===== src/design/ertb_pkg.sv =====
package ertb_pkg;

    // Fixed-point format of the trig values
    localparam int TRIG_FRAC_BITS = 30;

    // Accumulator holds the sum of two 64-bit products without overflow
    localparam int ACC_W = 65;

    // Configuration register indexes
    localparam int CFG_IDX_W = 3;
    localparam logic [CFG_IDX_W-1:0] CFG_TRIG_X  = 3'd0;
    localparam logic [CFG_IDX_W-1:0] CFG_TRIG_Y  = 3'd1;
    localparam logic [CFG_IDX_W-1:0] CFG_TRIG_Z  = 3'd2;
    localparam logic [CFG_IDX_W-1:0] CFG_SHIFT_X = 3'd3;
    localparam logic [CFG_IDX_W-1:0] CFG_SHIFT_Y = 3'd4;
    localparam logic [CFG_IDX_W-1:0] CFG_SHIFT_Z = 3'd5;

    // Cosine 1.0, sine 0
    localparam logic [63:0] TRIG_RESET = 64'h4000_0000_0000_0000;

    // Sequencer step count
    localparam int STEP_W = 4;
    localparam logic [STEP_W-1:0] STEP_DONE = 4'd15;

    typedef enum logic [1:0] {
        AX_X = 2'd0,
        AX_Y = 2'd1,
        AX_Z = 2'd2
    } t_axis;

    typedef enum logic {
        ST_IDLE = 1'b0,
        ST_RUN  = 1'b1
    } t_state;

    // One multiply issued to the shared unit, with its accumulate tags
    typedef struct packed {
        logic  valid;
        t_axis src;
        t_axis trig;
        logic  use_sin;
        logic  neg;
        logic  first;
        logic  last;
        t_axis dest;
        logic  fin;
    } t_op;

    // Writeback of a finished coordinate
    typedef struct packed {
        logic  valid;
        t_axis dest;
    } t_wb;

endpackage


===== src/design/euler_rotate_translate_bbox.sv =====
// Channel  | Handshake                  | Beat contents
// ---------+----------------------------+--------------------------------------------
// in       | i_in_valid / o_in_ready    | point x, y, z (Q16.16), first_point
// out      | o_out_valid / i_out_ready  | out x, y, z, box min x/y, box max x/y
// cfg      | i_cfg_we                   | i_cfg_idx, i_cfg_data (64 bits)
//
// A new point is accepted only after the last has run its 16 sequencer steps, which feed twelve
// products through one 32x32 multiplier and one 65-bit accumulator; ready rises again as
// the box update loads the output register.
// The result appears in the cycle after the last step; a point is accepted while it waits.
// A stalled output holds the sequencer on its last step until the beat is taken.
// Reset gives identity rotation, zero translation and an empty bounding box.
module euler_rotate_translate_bbox (
    input  logic                              i_clk,
    input  logic                              i_rst_n,
    input  logic                              i_cfg_we,
    input  logic [ertb_pkg::CFG_IDX_W-1:0]    i_cfg_idx,
    input  logic [63:0]                       i_cfg_data,
    input  logic                              i_in_valid,
    output logic                              o_in_ready,
    input  logic signed [31:0]                i_point_x,
    input  logic signed [31:0]                i_point_y,
    input  logic signed [31:0]                i_point_z,
    input  logic                              i_first_point,
    output logic                              o_out_valid,
    input  logic                              i_out_ready,
    output logic signed [31:0]                o_out_x,
    output logic signed [31:0]                o_out_y,
    output logic signed [31:0]                o_out_z,
    output logic signed [31:0]                o_box_min_x,
    output logic signed [31:0]                o_box_min_y,
    output logic signed [31:0]                o_box_max_x,
    output logic signed [31:0]                o_box_max_y
);
    import ertb_pkg::*;

    logic [63:0]        r_trig_x, r_trig_y, r_trig_z;
    logic signed [31:0] r_shift_x, r_shift_y, r_shift_z;
    logic signed [31:0] r_x, r_y, r_z;
    logic               r_first;

    t_op                op;
    t_wb                wb;
    logic signed [31:0] wb_data;
    logic signed [31:0] coord;
    logic signed [31:0] trig;
    logic signed [31:0] shift;
    logic [63:0]        trig_pair;
    logic               done;
    logic               accept;

    assign accept = i_in_valid && o_in_ready;

    // Configuration writes
    always_ff @(posedge i_clk) begin
        if (!i_rst_n) begin
            r_trig_x  <= TRIG_RESET;
            r_trig_y  <= TRIG_RESET;
            r_trig_z  <= TRIG_RESET;
            r_shift_x <= '0;
            r_shift_y <= '0;
            r_shift_z <= '0;
        end else if (i_cfg_we) begin
            unique case (i_cfg_idx)
                CFG_TRIG_X:  r_trig_x  <= i_cfg_data;
                CFG_TRIG_Y:  r_trig_y  <= i_cfg_data;
                CFG_TRIG_Z:  r_trig_z  <= i_cfg_data;
                CFG_SHIFT_X: r_shift_x <= i_cfg_data[31:0];
                CFG_SHIFT_Y: r_shift_y <= i_cfg_data[31:0];
                CFG_SHIFT_Z: r_shift_z <= i_cfg_data[31:0];
                default: ;
            endcase
        end
    end

    // Working coordinates: load on accept, overwrite on writeback
    always_ff @(posedge i_clk) begin
        if (accept) begin
            r_x     <= i_point_x;
            r_y     <= i_point_y;
            r_z     <= i_point_z;
            r_first <= i_first_point;
        end else if (wb.valid) begin
            unique case (wb.dest)
                AX_X:    r_x <= wb_data;
                AX_Y:    r_y <= wb_data;
                AX_Z:    r_z <= wb_data;
                default: ;
            endcase
        end
    end

    // Operand selection for the shared unit
    always_comb begin
        unique case (op.src)
            AX_X:    coord = r_x;
            AX_Y:    coord = r_y;
            AX_Z:    coord = r_z;
            default: coord = r_x;
        endcase
        unique case (op.trig)
            AX_X:    trig_pair = r_trig_x;
            AX_Y:    trig_pair = r_trig_y;
            AX_Z:    trig_pair = r_trig_z;
            default: trig_pair = r_trig_x;
        endcase
        trig = op.use_sin ? trig_pair[31:0] : trig_pair[63:32];
        unique case (wb.dest)
            AX_X:    shift = r_shift_x;
            AX_Y:    shift = r_shift_y;
            AX_Z:    shift = r_shift_z;
            default: shift = r_shift_x;
        endcase
    end

    ertb_seq u_seq (
        .i_clk      (i_clk),
        .i_rst_n    (i_rst_n),
        .i_in_valid (i_in_valid),
        .i_out_busy (o_out_valid && !i_out_ready),
        .o_in_ready (o_in_ready),
        .o_done     (done),
        .o_op       (op)
    );

    ertb_mac u_mac (
        .i_clk     (i_clk),
        .i_rst_n   (i_rst_n),
        .i_op      (op),
        .i_coord   (coord),
        .i_trig    (trig),
        .i_shift   (shift),
        .o_wb      (wb),
        .o_wb_data (wb_data)
    );

    ertb_bbox u_bbox (
        .i_clk       (i_clk),
        .i_rst_n     (i_rst_n),
        .i_done      (done),
        .i_first     (r_first),
        .i_x         (r_x),
        .i_y         (r_y),
        .i_z         (r_z),
        .i_out_ready (i_out_ready),
        .o_out_valid (o_out_valid),
        .o_out_x     (o_out_x),
        .o_out_y     (o_out_y),
        .o_out_z     (o_out_z),
        .o_box_min_x (o_box_min_x),
        .o_box_min_y (o_box_min_y),
        .o_box_max_x (o_box_max_x),
        .o_box_max_y (o_box_max_y)
    );

endmodule


===== src/design/ertb_mac.sv =====
module ertb_mac (
    input  logic                 i_clk,
    input  logic                 i_rst_n,
    input  ertb_pkg::t_op        i_op,
    input  logic signed [31:0]   i_coord,
    input  logic signed [31:0]   i_trig,
    input  logic signed [31:0]   i_shift,
    output ertb_pkg::t_wb        o_wb,
    output logic signed [31:0]   o_wb_data
);
    import ertb_pkg::*;

    localparam logic signed [ACC_W-1:0] HALF    = 65'sd1 <<< (TRIG_FRAC_BITS - 1);
    localparam logic signed [ACC_W-1:0] MAX_ACC = 65'sd2147483647;
    localparam logic signed [ACC_W-1:0] MIN_ACC = -65'sd2147483648;

    t_op                      r_p_op, n_p_op;
    logic signed [63:0]       r_prod, n_prod;
    t_op                      r_a_op, n_a_op;
    logic signed [ACC_W-1:0]  r_acc, n_acc;

    logic signed [ACC_W-1:0]  p_ext;
    logic signed [ACC_W-1:0]  acc_base;
    logic signed [ACC_W-1:0]  q;
    logic signed [31:0]       rot;
    logic signed [32:0]       moved;

    // Multiply stage: full signed 32x32 product
    always_comb begin
        n_p_op = i_op;
        n_prod = 64'(i_coord) * 64'(i_trig);
    end

    // Accumulate stage: restart with the rounding half on the first product
    always_comb begin
        p_ext    = {r_prod[63], r_prod};
        acc_base = r_p_op.first ? HALF : r_acc;
        n_a_op   = r_p_op;
        n_acc    = r_acc;
        if (r_p_op.valid) begin
            n_acc = acc_base + (r_p_op.neg ? -p_ext : p_ext);
        end
    end

    always_ff @(posedge i_clk) begin
        if (!i_rst_n) begin
            r_p_op <= '0;
            r_a_op <= '0;
        end else begin
            r_p_op <= n_p_op;
            r_a_op <= n_a_op;
        end
    end

    always_ff @(posedge i_clk) begin
        r_prod <= n_prod;
        r_acc  <= n_acc;
    end

    // Finish: floor shift, saturate, then add the translation where final
    always_comb begin
        q = r_acc >>> TRIG_FRAC_BITS;
        if (q > MAX_ACC) begin
            rot = 32'sh7fff_ffff;
        end else if (q < MIN_ACC) begin
            rot = -32'sh8000_0000;
        end else begin
            rot = q[31:0];
        end
        moved = {rot[31], rot} + {i_shift[31], i_shift};
        if (!r_a_op.fin) begin
            o_wb_data = rot;
        end else if (moved[32] != moved[31]) begin
            o_wb_data = moved[32] ? -32'sh8000_0000 : 32'sh7fff_ffff;
        end else begin
            o_wb_data = moved[31:0];
        end
        o_wb.valid = r_a_op.valid && r_a_op.last;
        o_wb.dest  = r_a_op.dest;
    end

endmodule


===== src/design/ertb_seq.sv =====
module ertb_seq (
    input  logic           i_clk,
    input  logic           i_rst_n,
    input  logic           i_in_valid,
    input  logic           i_out_busy,
    output logic           o_in_ready,
    output logic           o_done,
    output ertb_pkg::t_op  o_op
);
    import ertb_pkg::*;

    t_state              r_state, n_state;
    logic [STEP_W-1:0]   r_step, n_step;

    function automatic t_op mk(input t_axis src, input t_axis trig, input logic use_sin,
                               input logic neg, input logic first, input logic last,
                               input t_axis dest, input logic fin);
        t_op op;
        op.valid   = 1'b1;
        op.src     = src;
        op.trig    = trig;
        op.use_sin = use_sin;
        op.neg     = neg;
        op.first   = first;
        op.last    = last;
        op.dest    = dest;
        op.fin     = fin;
        return op;
    endfunction

    // Next state and step
    always_comb begin
        n_state = r_state;
        n_step  = r_step;
        unique case (r_state)
            ST_IDLE: begin
                n_step = '0;
                if (i_in_valid) begin
                    n_state = ST_RUN;
                end
            end
            ST_RUN: begin
                if (r_step != STEP_DONE) begin
                    n_step = r_step + 1'b1;
                end else if (!i_out_busy) begin
                    n_state = ST_IDLE;
                end
            end
            default: n_state = ST_IDLE;
        endcase
    end

    always_ff @(posedge i_clk) begin
        if (!i_rst_n) begin
            r_state <= ST_IDLE;
            r_step  <= '0;
        end else begin
            r_state <= n_state;
            r_step  <= n_step;
        end
    end

    // Schedule of the twelve products; the bubble waits for the new Z
    always_comb begin
        o_in_ready = (r_state == ST_IDLE);
        o_done     = (r_state == ST_RUN) && (r_step == STEP_DONE) && !i_out_busy;
        o_op       = '0;
        if (r_state == ST_RUN) begin
            unique case (r_step)
                4'd0:  o_op = mk(AX_Y, AX_X, 1'b0, 1'b0, 1'b1, 1'b0, AX_Y, 1'b0);
                4'd1:  o_op = mk(AX_Z, AX_X, 1'b1, 1'b1, 1'b0, 1'b1, AX_Y, 1'b0);
                4'd2:  o_op = mk(AX_Y, AX_X, 1'b1, 1'b0, 1'b1, 1'b0, AX_Z, 1'b0);
                4'd3:  o_op = mk(AX_Z, AX_X, 1'b0, 1'b0, 1'b0, 1'b1, AX_Z, 1'b0);
                4'd4:  o_op = mk(AX_X, AX_Y, 1'b0, 1'b0, 1'b1, 1'b0, AX_X, 1'b0);
                4'd6:  o_op = mk(AX_Z, AX_Y, 1'b1, 1'b0, 1'b0, 1'b1, AX_X, 1'b0);
                4'd7:  o_op = mk(AX_X, AX_Y, 1'b1, 1'b1, 1'b1, 1'b0, AX_Z, 1'b1);
                4'd8:  o_op = mk(AX_Z, AX_Y, 1'b0, 1'b0, 1'b0, 1'b1, AX_Z, 1'b1);
                4'd9:  o_op = mk(AX_X, AX_Z, 1'b0, 1'b0, 1'b1, 1'b0, AX_X, 1'b1);
                4'd10: o_op = mk(AX_Y, AX_Z, 1'b1, 1'b1, 1'b0, 1'b1, AX_X, 1'b1);
                4'd11: o_op = mk(AX_X, AX_Z, 1'b1, 1'b0, 1'b1, 1'b0, AX_Y, 1'b1);
                4'd12: o_op = mk(AX_Y, AX_Z, 1'b0, 1'b0, 1'b0, 1'b1, AX_Y, 1'b1);
                default: o_op = '0;
            endcase
        end
    end

endmodule


===== src/design/ertb_bbox.sv =====
module ertb_bbox (
    input  logic                i_clk,
    input  logic                i_rst_n,
    input  logic                i_done,
    input  logic                i_first,
    input  logic signed [31:0]  i_x,
    input  logic signed [31:0]  i_y,
    input  logic signed [31:0]  i_z,
    input  logic                i_out_ready,
    output logic                o_out_valid,
    output logic signed [31:0]  o_out_x,
    output logic signed [31:0]  o_out_y,
    output logic signed [31:0]  o_out_z,
    output logic signed [31:0]  o_box_min_x,
    output logic signed [31:0]  o_box_min_y,
    output logic signed [31:0]  o_box_max_x,
    output logic signed [31:0]  o_box_max_y
);
    import ertb_pkg::*;

    localparam logic signed [31:0] POS_MAX = 32'sh7fff_ffff;
    localparam logic signed [31:0] NEG_MAX = -32'sh8000_0000;

    logic               r_valid, n_valid;
    logic signed [31:0] r_low_x, n_low_x, r_low_y, n_low_y;
    logic signed [31:0] r_high_x, n_high_x, r_high_y, n_high_y;
    logic signed [31:0] r_out_x, r_out_y, r_out_z;

    // Restart on a first point, then widen the box to take the point in
    always_comb begin
        n_low_x  = r_low_x;
        n_low_y  = r_low_y;
        n_high_x = r_high_x;
        n_high_y = r_high_y;
        if (i_done) begin
            if (i_first || i_x < r_low_x)  n_low_x  = i_x;
            if (i_first || i_y < r_low_y)  n_low_y  = i_y;
            if (i_first || i_x > r_high_x) n_high_x = i_x;
            if (i_first || i_y > r_high_y) n_high_y = i_y;
        end
        n_valid = i_done || (r_valid && !i_out_ready);
    end

    always_ff @(posedge i_clk) begin
        if (!i_rst_n) begin
            r_valid  <= 1'b0;
            r_low_x  <= POS_MAX;
            r_low_y  <= POS_MAX;
            r_high_x <= NEG_MAX;
            r_high_y <= NEG_MAX;
        end else begin
            r_valid  <= n_valid;
            r_low_x  <= n_low_x;
            r_low_y  <= n_low_y;
            r_high_x <= n_high_x;
            r_high_y <= n_high_y;
        end
    end

    // Hold the output beat until it is taken
    always_ff @(posedge i_clk) begin
        if (i_done) begin
            r_out_x <= i_x;
            r_out_y <= i_y;
            r_out_z <= i_z;
        end
    end

    assign o_out_valid = r_valid;
    assign o_out_x     = r_out_x;
    assign o_out_y     = r_out_y;
    assign o_out_z     = r_out_z;
    assign o_box_min_x = r_low_x;
    assign o_box_min_y = r_low_y;
    assign o_box_max_x = r_high_x;
    assign o_box_max_y = r_high_y;

endmodule


===== config.mk =====
export PLATFORM = sky130hd
export DESIGN_NAME = euler_rotate_translate_bbox
export DESIGN_NICKNAME = d
export VERILOG_FILES = /design/src/design/ertb_pkg.sv /design/src/design/euler_rotate_translate_bbox.sv /design/src/design/ertb_mac.sv /design/src/design/ertb_seq.sv /design/src/design/ertb_bbox.sv
export SDC_FILE = /design/constraint.sdc
export NUM_CORES = 2
export LEC_CHECK = 0
export CORE_ASPECT_RATIO = 1.1
export CORE_MARGIN = 8
export CORE_UTILIZATION = 52
export DETAILED_ROUTE_END_ITERATION = 12
export DONT_BUFFER_PORTS = 1
export PLACE_DENSITY = 0.7
export SLEW_MARGIN = 20
export SYNTH_ARGS = -nofsm -noshare
export SYNTH_HDL_FRONTEND = slang
export SYNTH_SLANG_ARGS = --single-unit

===== constraint.sdc =====
create_clock -name i_clk -period 9.75 [get_ports i_clk]
set_input_delay 1.95 -clock i_clk [delete_from_list [all_inputs] [get_ports i_clk]]
set_output_delay 1.95 -clock i_clk [all_outputs]
set_load 0.02 [all_outputs]

# [Yosys cells after proc, flatten, opt, wreduce, memory -nomap -nowiden]
# Memory sizes are Yosys's and may differ from the RTL's. A register that Yosys moved wholly into a read port is not among the register bits.
# Cells that the tools add are included.
[totals] latch_bits=0 n_memories=1 out_inout_bits=226 ramBits=0 rom_bits=192 register_bits=756 word_cells=121 input_bits=169
[mem_list] name="(no name shown)" words=16 word_bits=12 read_ports=1 rd_clocked_by_memory_dff=1 wr=0 line_no="ertb_seq.sv:69" text="unique case (r_step)"
[op_classes] n_reduce_logical=32 n_mul=1 n_bitwise=1 eq_ne=15 n_mux=29 div_mod_pow=0 shift=0 n_addsub=4 n_lt_le_gt_ge=6
[op_table] cell="$mux W32" count=15
[op_table] cell="$mux W65" count=2
[op_table] cell="$pmux W32 S2" count=2
[op_table] cell="$pmux W64 S2" count=1
[op_table] cell="$add A65 B65 Y65" count=1
[op_table] cell="$neg A64 Y65" count=1
[op_table] cell="$gt A32 B32 Y1" count=2
[op_table] cell="$lt A32 B32 Y1" count=2
[op_table] cell="$mul A32 B32 Y64" count=1
[op_table] cell="$gt A35 B32 Y1 const B" count=1
[op_table] cell="$lt A35 B32 Y1 const B" count=1
[op_table] cell="$add A32 B32 Y33" count=1
[op_table] cell="$reduce_and A2 Y1" count=14
[op_table] cell="$mux W4" count=3
[op_table] cell="$mux W11" count=1
[op_table] cell="$pmux W4 S2" count=1
[op_table] cell="$reduce_bool A2 Y1" count=4
[op_table] cell="$eq A2 B1 Y1 const B" count=3
[op_table] cell="$eq A2 B2 Y1 const B" count=3
[op_table] cell="$eq A3 B2 Y1 const B" count=2
[op_table] cell="$eq A3 B3 Y1 const B" count=2
[op_table] cell="$logic_and A1 B1 Y1" count=5
[op_table] cell="$logic_or A1 B1 Y1" count=5
[op_table] cell="$add A4 B1 Y4 const B" count=1
[op_table] cell="other kinds (11)" count=14

# [Depth between registers and ports, before layout]
[depth] depth_word=10 depth_mapped=38 depth_no_buf=32

# [Hierarchy]
# A second synthesis with hierarchy kept.
[unflattened] hier_cells=8281 area_unflattened_um2=75886.5
[modules_own_cells] mod="ertb_mac" seq_area_each_um2=3473.3 area_per_inst_um2=47115.2 n_inst=1 cells_per_inst=5130
[modules_own_cells] mod="euler_rotate_translate_bbox" seq_area_each_um2=8678.3 area_per_inst_um2=16594.7 n_inst=1 cells_per_inst=1969
[modules_own_cells] mod="ertb_bbox" seq_area_each_um2=5465.2 area_per_inst_um2=11095.6 n_inst=1 cells_per_inst=1054
[modules_own_cells] mod="ertb_seq" seq_area_each_um2=340.3 area_per_inst_um2=1081.0 n_inst=1 cells_per_inst=128

# [Least setup slack after synthesis]
# Ideal clock, no wire load.
[synth_timing] path_type="register to register" from="register u_seq.r_state" to="register u_mac.r_prod[63]" stages_incl_launch_ff=35 arrival_ps=9448 period_less_slack_ps=9520 required_ps=9678 slack_ps=230 setup_time_ps=72 n_path_buf=5 cell_sequence="dfxtp_1 -> clkbuf_1 -> clkbuf_1 -> nand2_1 -> ha_1 -> clkbuf_1 -> clkbuf_1 -> clkbuf_1 -> mux2i_1 -> nand2_1 -> inv_1 -> fa_1 -> inv_1 -> fa_1 -> inv_1 -> fa_1 -> fa_1 -> inv_1 -> fa_1 -> inv_1 -> fa_1 -> inv_1 -> fa_1 -> inv_1 -> fa_1 -> ha_1 -> nand2_1 -> nor2_1 -> a21oi_1 -> o21ai_0 -> a211oi_1 -> nand3_1 -> a311o_1 -> a21oi_1 -> xnor2_1"
[synth_between] elab_chain_cells=5 word_cells_on_any_way=9 classes_between="1 x mul; 4 x eq/ne; 4 x mux"
[synth_rtl] element="start: declaration" line_no="ertb_seq.sv:12" text="t_state r_state, n_state;"
[synth_rtl] element="start signal: assignment" line_no="ertb_seq.sv:58" text="r_state <= n_state;"
[synth_rtl] element="$mux W11 (*)" line_no="ertb_seq.sv:68" text="if (r_state == ST_RUN) begin"
[synth_rtl] element="$eq A2 B2 Y1 / $eq A2 B1 Y1 (equally long branches)" line_no="euler_rotate_translate_bbox.sv:101" text="unique case (op.trig)"
[synth_rtl] element="$pmux W64 S2" line_no="euler_rotate_translate_bbox.sv:101"
[synth_rtl] element="$mux W32" line_no="euler_rotate_translate_bbox.sv:107" text="trig = op.use_sin ? trig_pair[31:0] : trig_pair[63:32];"
[synth_rtl] element="$mul A32 B32 Y64 (*)" line_no="ertb_mac.sv:31" text="n_prod = 64'(i_coord) * 64'(i_trig);"
[synth_rtl] element="named net u_mac.n_prod[63]" line_no="ertb_mac.sv:18" text="logic signed [63:0] r_prod, n_prod;"
[synth_rtl] element="end signal: assignment" line_no="ertb_mac.sv:56" text="r_prod <= n_prod;"
[synth_rtl] element="end: declaration" line_no="ertb_mac.sv:18"
# Mark *: on every way through the listed nets, which the timed path passes. The rest lies on a longest branch.
# A chain may end at the register's enable or synchronous reset.

# [Worst setup path in the final report]
[layout_timing] from="register u_seq.r_state" to="register u_mac.r_prod[49]"
# Same word-level chain as after synthesis.

==> impl_metrics.yaml <==
status:
  outcome: "completed"
global_route:
  grt_max_degree: 238
  grt_remaining_overflow: 0
  grt_use_total_pct: 32.2
  antenna_found_initial: 29
  grt_pass1_vias: 63402
  grt_pass1_wl_um: 391000
final_layout:
  fin_nets: 10148
  seq_area_um2: 18000
  stdcell_area_um2: 82300
  area_growth_pct: 8.14
  multi_input_area_um2: 52400
  instances_no_fill: 10507
  drive_gt1_share_pct: 6.30
  fillers: 13132
min_path:
  hold_path_class: "flip-flop to flip-flop"
sta:
  fin_crit_sh_pct: 97.9
  setup_viol_count_final: 0
  finalHoldViolCount: 0
  fin_crit_ps: 9550
  relSlewSlack_pct: 22.5
  tightest_slew_ps: 1160
  final_max_slew_viol_count: 0
  max_freq_ghz: 0.105
  setup_tns_ps: 0
  finClkSkew_ps: 34.1
clock_network:
  cts_buffer_depth: 3
  h-tree-depth: 3
  clock-sinks: 768
  clkLatencyLatePin_ps: 710
  cts_tree: "yes"
  root_buffer: "clkbuf_16"
  cts.reportedPaths.clkPinSlew_ps: 60
  ctsHoldBuffers: 0
  numCtsBuffers: 84
die:
  die_w_um: 381
  ioPinCount: 395
  die_h_um: 417
  initial_core_util_pct: 52.3
  num_rows: 147
  coreArea_um2: 146000
  fp.dieArea_um2: 159000
logic_synthesis:
  synth.mux.area_fraction_pct: 2.06
  synth_ff_type: "dfxtp_1"
  ys_ff_latch: 768
  synth_compound_area_share_pct: 12.5
  synth_xor_area_share_pct: 2.44
  synth.avg_cell_area_um2: 8.86
  ys_warn_count: 0
  syn_nets: 10267
  ys_seq_area_share_pct: 23.6
  synthCells: 8593
  synth_top_area_share_pct: 28.5
  synthAdderAreaFrac_pct: 35.4
  yosys.area.top_type: "fa_1"
  synth-simple-area-share_pct: 15.8
  synth_top_family_by_area: "adder cells"
  synthArstFlopShare_pct: 0
  synth_edf_count: 258
  yosys-top-cells-area: "fa_1 29%, dfxtp_1 13%, edfxtp_1 10%, nand2_1 7.0%, ha_1 6.9%"
  syn-cell-area_um2: 76100
  synth.distinct_cells: 75
worst_setup_path:
  timing.rr.start: "u_seq.r_state$_SDFF_PN0_"
  critical_path.slowest_cell: "nor3_4"
  endpoint_kind: "flip-flop"
  startpoint: "u_seq.r_state$_SDFF_PN0_"
  cp.depth: 32
  reg2regPathDepth: 32
  path_class: "flip-flop to flip-flop"
  reg2reg_slack_ps: 200
  critPathTopFamily: "adder cells"
  cp_num_buf_inv: 8
  cp.arrival_ps: 10140
  startpoint_type: "flip-flop"
  cp.required_ps: 10340
  crit_fanout: 22
  slowest_delay_ps: 630
  endpoint: "u_mac.r_prod[49]$_DFF_P_"
  cpMostUsedCell: "fa_1"
  r2r-end: "u_mac.r_prod[49]$_DFF_P_"
place:
  placed_area_um2: 79000
  portBuffers: 0
  numPlacedInstances: 10285
  gp_congestion: 0.991
  dp_hpwl_um: 208000
routing:
  ant_nets: 0
  dr.pass1.iters: 9
  dr_total_vias: 63144
  drt_iter0_markers: 6324
  avgViaCountPerCell: 6.01
  drc: 0
  wl_per_cell_um: 25.7
  routed_wirelength_um: 270000
power:
  totalPowerFinal_uw: 13400
  powerDensity_nw_per_um2: 163
  p_leak_uw: 0.0365
  ir_worst_vdd_mv: 0.186
flow_run:
  maxCapViolations: 0
-- state kept, by name, indices dropped and copies added (netlist names), 7 cells and up, named ones only --
register	count
u_mac.r_acc	65
u_bbox.o_box_max_y	32
u_mac.r_prod	64
u_bbox.o_box_min_x	32
r_trig_z	64
r_shift_y	32
u_bbox.o_out_z	32
r_shift_x	32
u_bbox.o_out_y	32
u_bbox.o_box_max_x	32
r_trig_x	64
u_mac.n_a_op	7
r_z	32
u_bbox.o_out_x	32
r_shift_z	32
r_x	32
r_trig_y	64
u_bbox.o_box_min_y	32
r_y	32
-- metrics by stage --
step	hold WS, ps	setup WS [ps]	util, %
floorplan	412	230	-
global placement	417	395	54.2
detailed placement	426	272	54.2
CTS	440	195	56.1
global route	453	-35.2	56.5
finish	440	201	56.5
-- kinds of logic (layout without fill, tap and decap cells) --
| kind of cell | after synthesis | count (layout) |
|---|---|---|
| compound gates | 1482 | 1486 |
| xor+xnor | 211 | 211 |
| fa+ha+maj | 1505 | 1505 |
| buf+inv | 1659 | 1602 |
| flops | 768 | 768 |
| mux | 144 | 147 |
| other cells | 0 | 27 |
| simple gates | 2824 | 2824 |
-- Yosys cell counts, drive strengths merged (65+ instances only) --
cell type	count
a21o	144
a21oi	534
a22oi	68
and2	65
clkbuf	447
dfxtp	510
edfxtp	258
fa	1084
ha	421
inv	1178
mux2i	123
nand2	1420
nand2b	65
nand3	100
nor2	796
nor2b	89
o21a	82
o21ai	249
xnor2	159
-- per-layer routing --
| layer | vias up | wire length, um | GRT usage (%) |
|---|---|---|---|
| li1 | 27650 | - | - |
| met1 | 31296 | 96000 | 38.3 |
| met2 | 3275 | 125000 | 53.1 |
| met3 | 917 | 26200 | 6.66 |
| met4 | 6 | 22400 | 20.8 |
| met5 | - | 142 | 0.508 |
-- worst min-delay path by stage --
stage / startpoint / endpoint / slack, ps / cells after the start
5_1_grt: u_mac.n_a_op[2]$_SDFF_PN0_ / u_mac.o_wb[1]$_SDFF_PN0_ / 450 / 1
4_1_cts: u_mac.n_a_op[0]$_SDFF_PN0_ / u_mac.r_a_op[0]$_SDFF_PN0_ / 440 / 1
3_3_place_gp: u_mac.n_a_op[0]$_SDFF_PN0_ / u_mac.r_a_op[0]$_SDFF_PN0_ / 420 / 1
6_report: u_mac.n_a_op[0]$_SDFF_PN0_ / u_mac.r_a_op[0]$_SDFF_PN0_ / 440 / 1
3_5_place_dp: u_mac.n_a_op[0]$_SDFF_PN0_ / u_mac.r_a_op[0]$_SDFF_PN0_ / 430 / 1
2_1_floorplan: u_mac.n_a_op[1]$_SDFF_PN0_ / u_mac.o_wb[0]$_SDFF_PN0_ / 410 / 1
-- worst register-to-register path: cells and delay by family (launching register included) --
family / cells / cell delay, ps
adder cells (fa/ha/maj): 10 / 4240
flip-flops: 1 / 460
AND/OR/NAND/NOR: 5 / 1490
buffers and inverters: 8 / 880
AO/OA/AOI/OAI: 8 / 2140
XOR/XNOR: 1 / 220
-- final cells by class --
| type | count | area share, % |
|---|---|---|
| antenna | 27 | 0.0821 |
| clock buffer | 113 | 2.82 |
| clock inverter | 42 | 0.459 |
| inverter | 1180 | 5.39 |
| multi-input combinational | 6173 | 63.7 |
| sequential | 768 | 21.8 |
| tap | 1937 | 2.94 |
| timing repair buffer | 267 | 2.82 |
-- what timing repair did --
item,4_1_cts,5_1_grt
setup endpoints to repair,0,19
gates resized for setup,0,23
buffers inserted,0,33
-- layout by cell type, fill, tap and decap left out, drive strengths merged, types with 16 or more instances in the layout --
master and count:
or4 16, o21ai 249, inv 1190, a22o 20, nor2b 89, clkbuf 113, a211oi 26, o41ai 16
buf 267, o21bai 25, xnor2 159, or2 32, nor3 48, nor2 796, nand4 60, or3 53
and3 42, ha 421, a21oi 538, mux2i 123, a21o 144, nand2b 65, o31ai 25, and2 65
a41oi 37, nand2 1420, nand3 100, dfxtp 510, o21a 82, a221oi 28, o311ai 40, fa 1084
a31oi 35, a221o 32, diode 27, xor2 52, a22oi 68, clkinv 29, o211ai 27, edfxtp 258
-- report_power, final --
| part | total, uW | switching [uW] | internal, uW |
|---|---|---|---|
| logic | 6150 | 3860 | 2280 |
| clock network | 3180 | 1420 | 1760 |
| registers | 4070 | 334 | 3740 |
No activity file was read; power rests on OpenSTA's default activity.
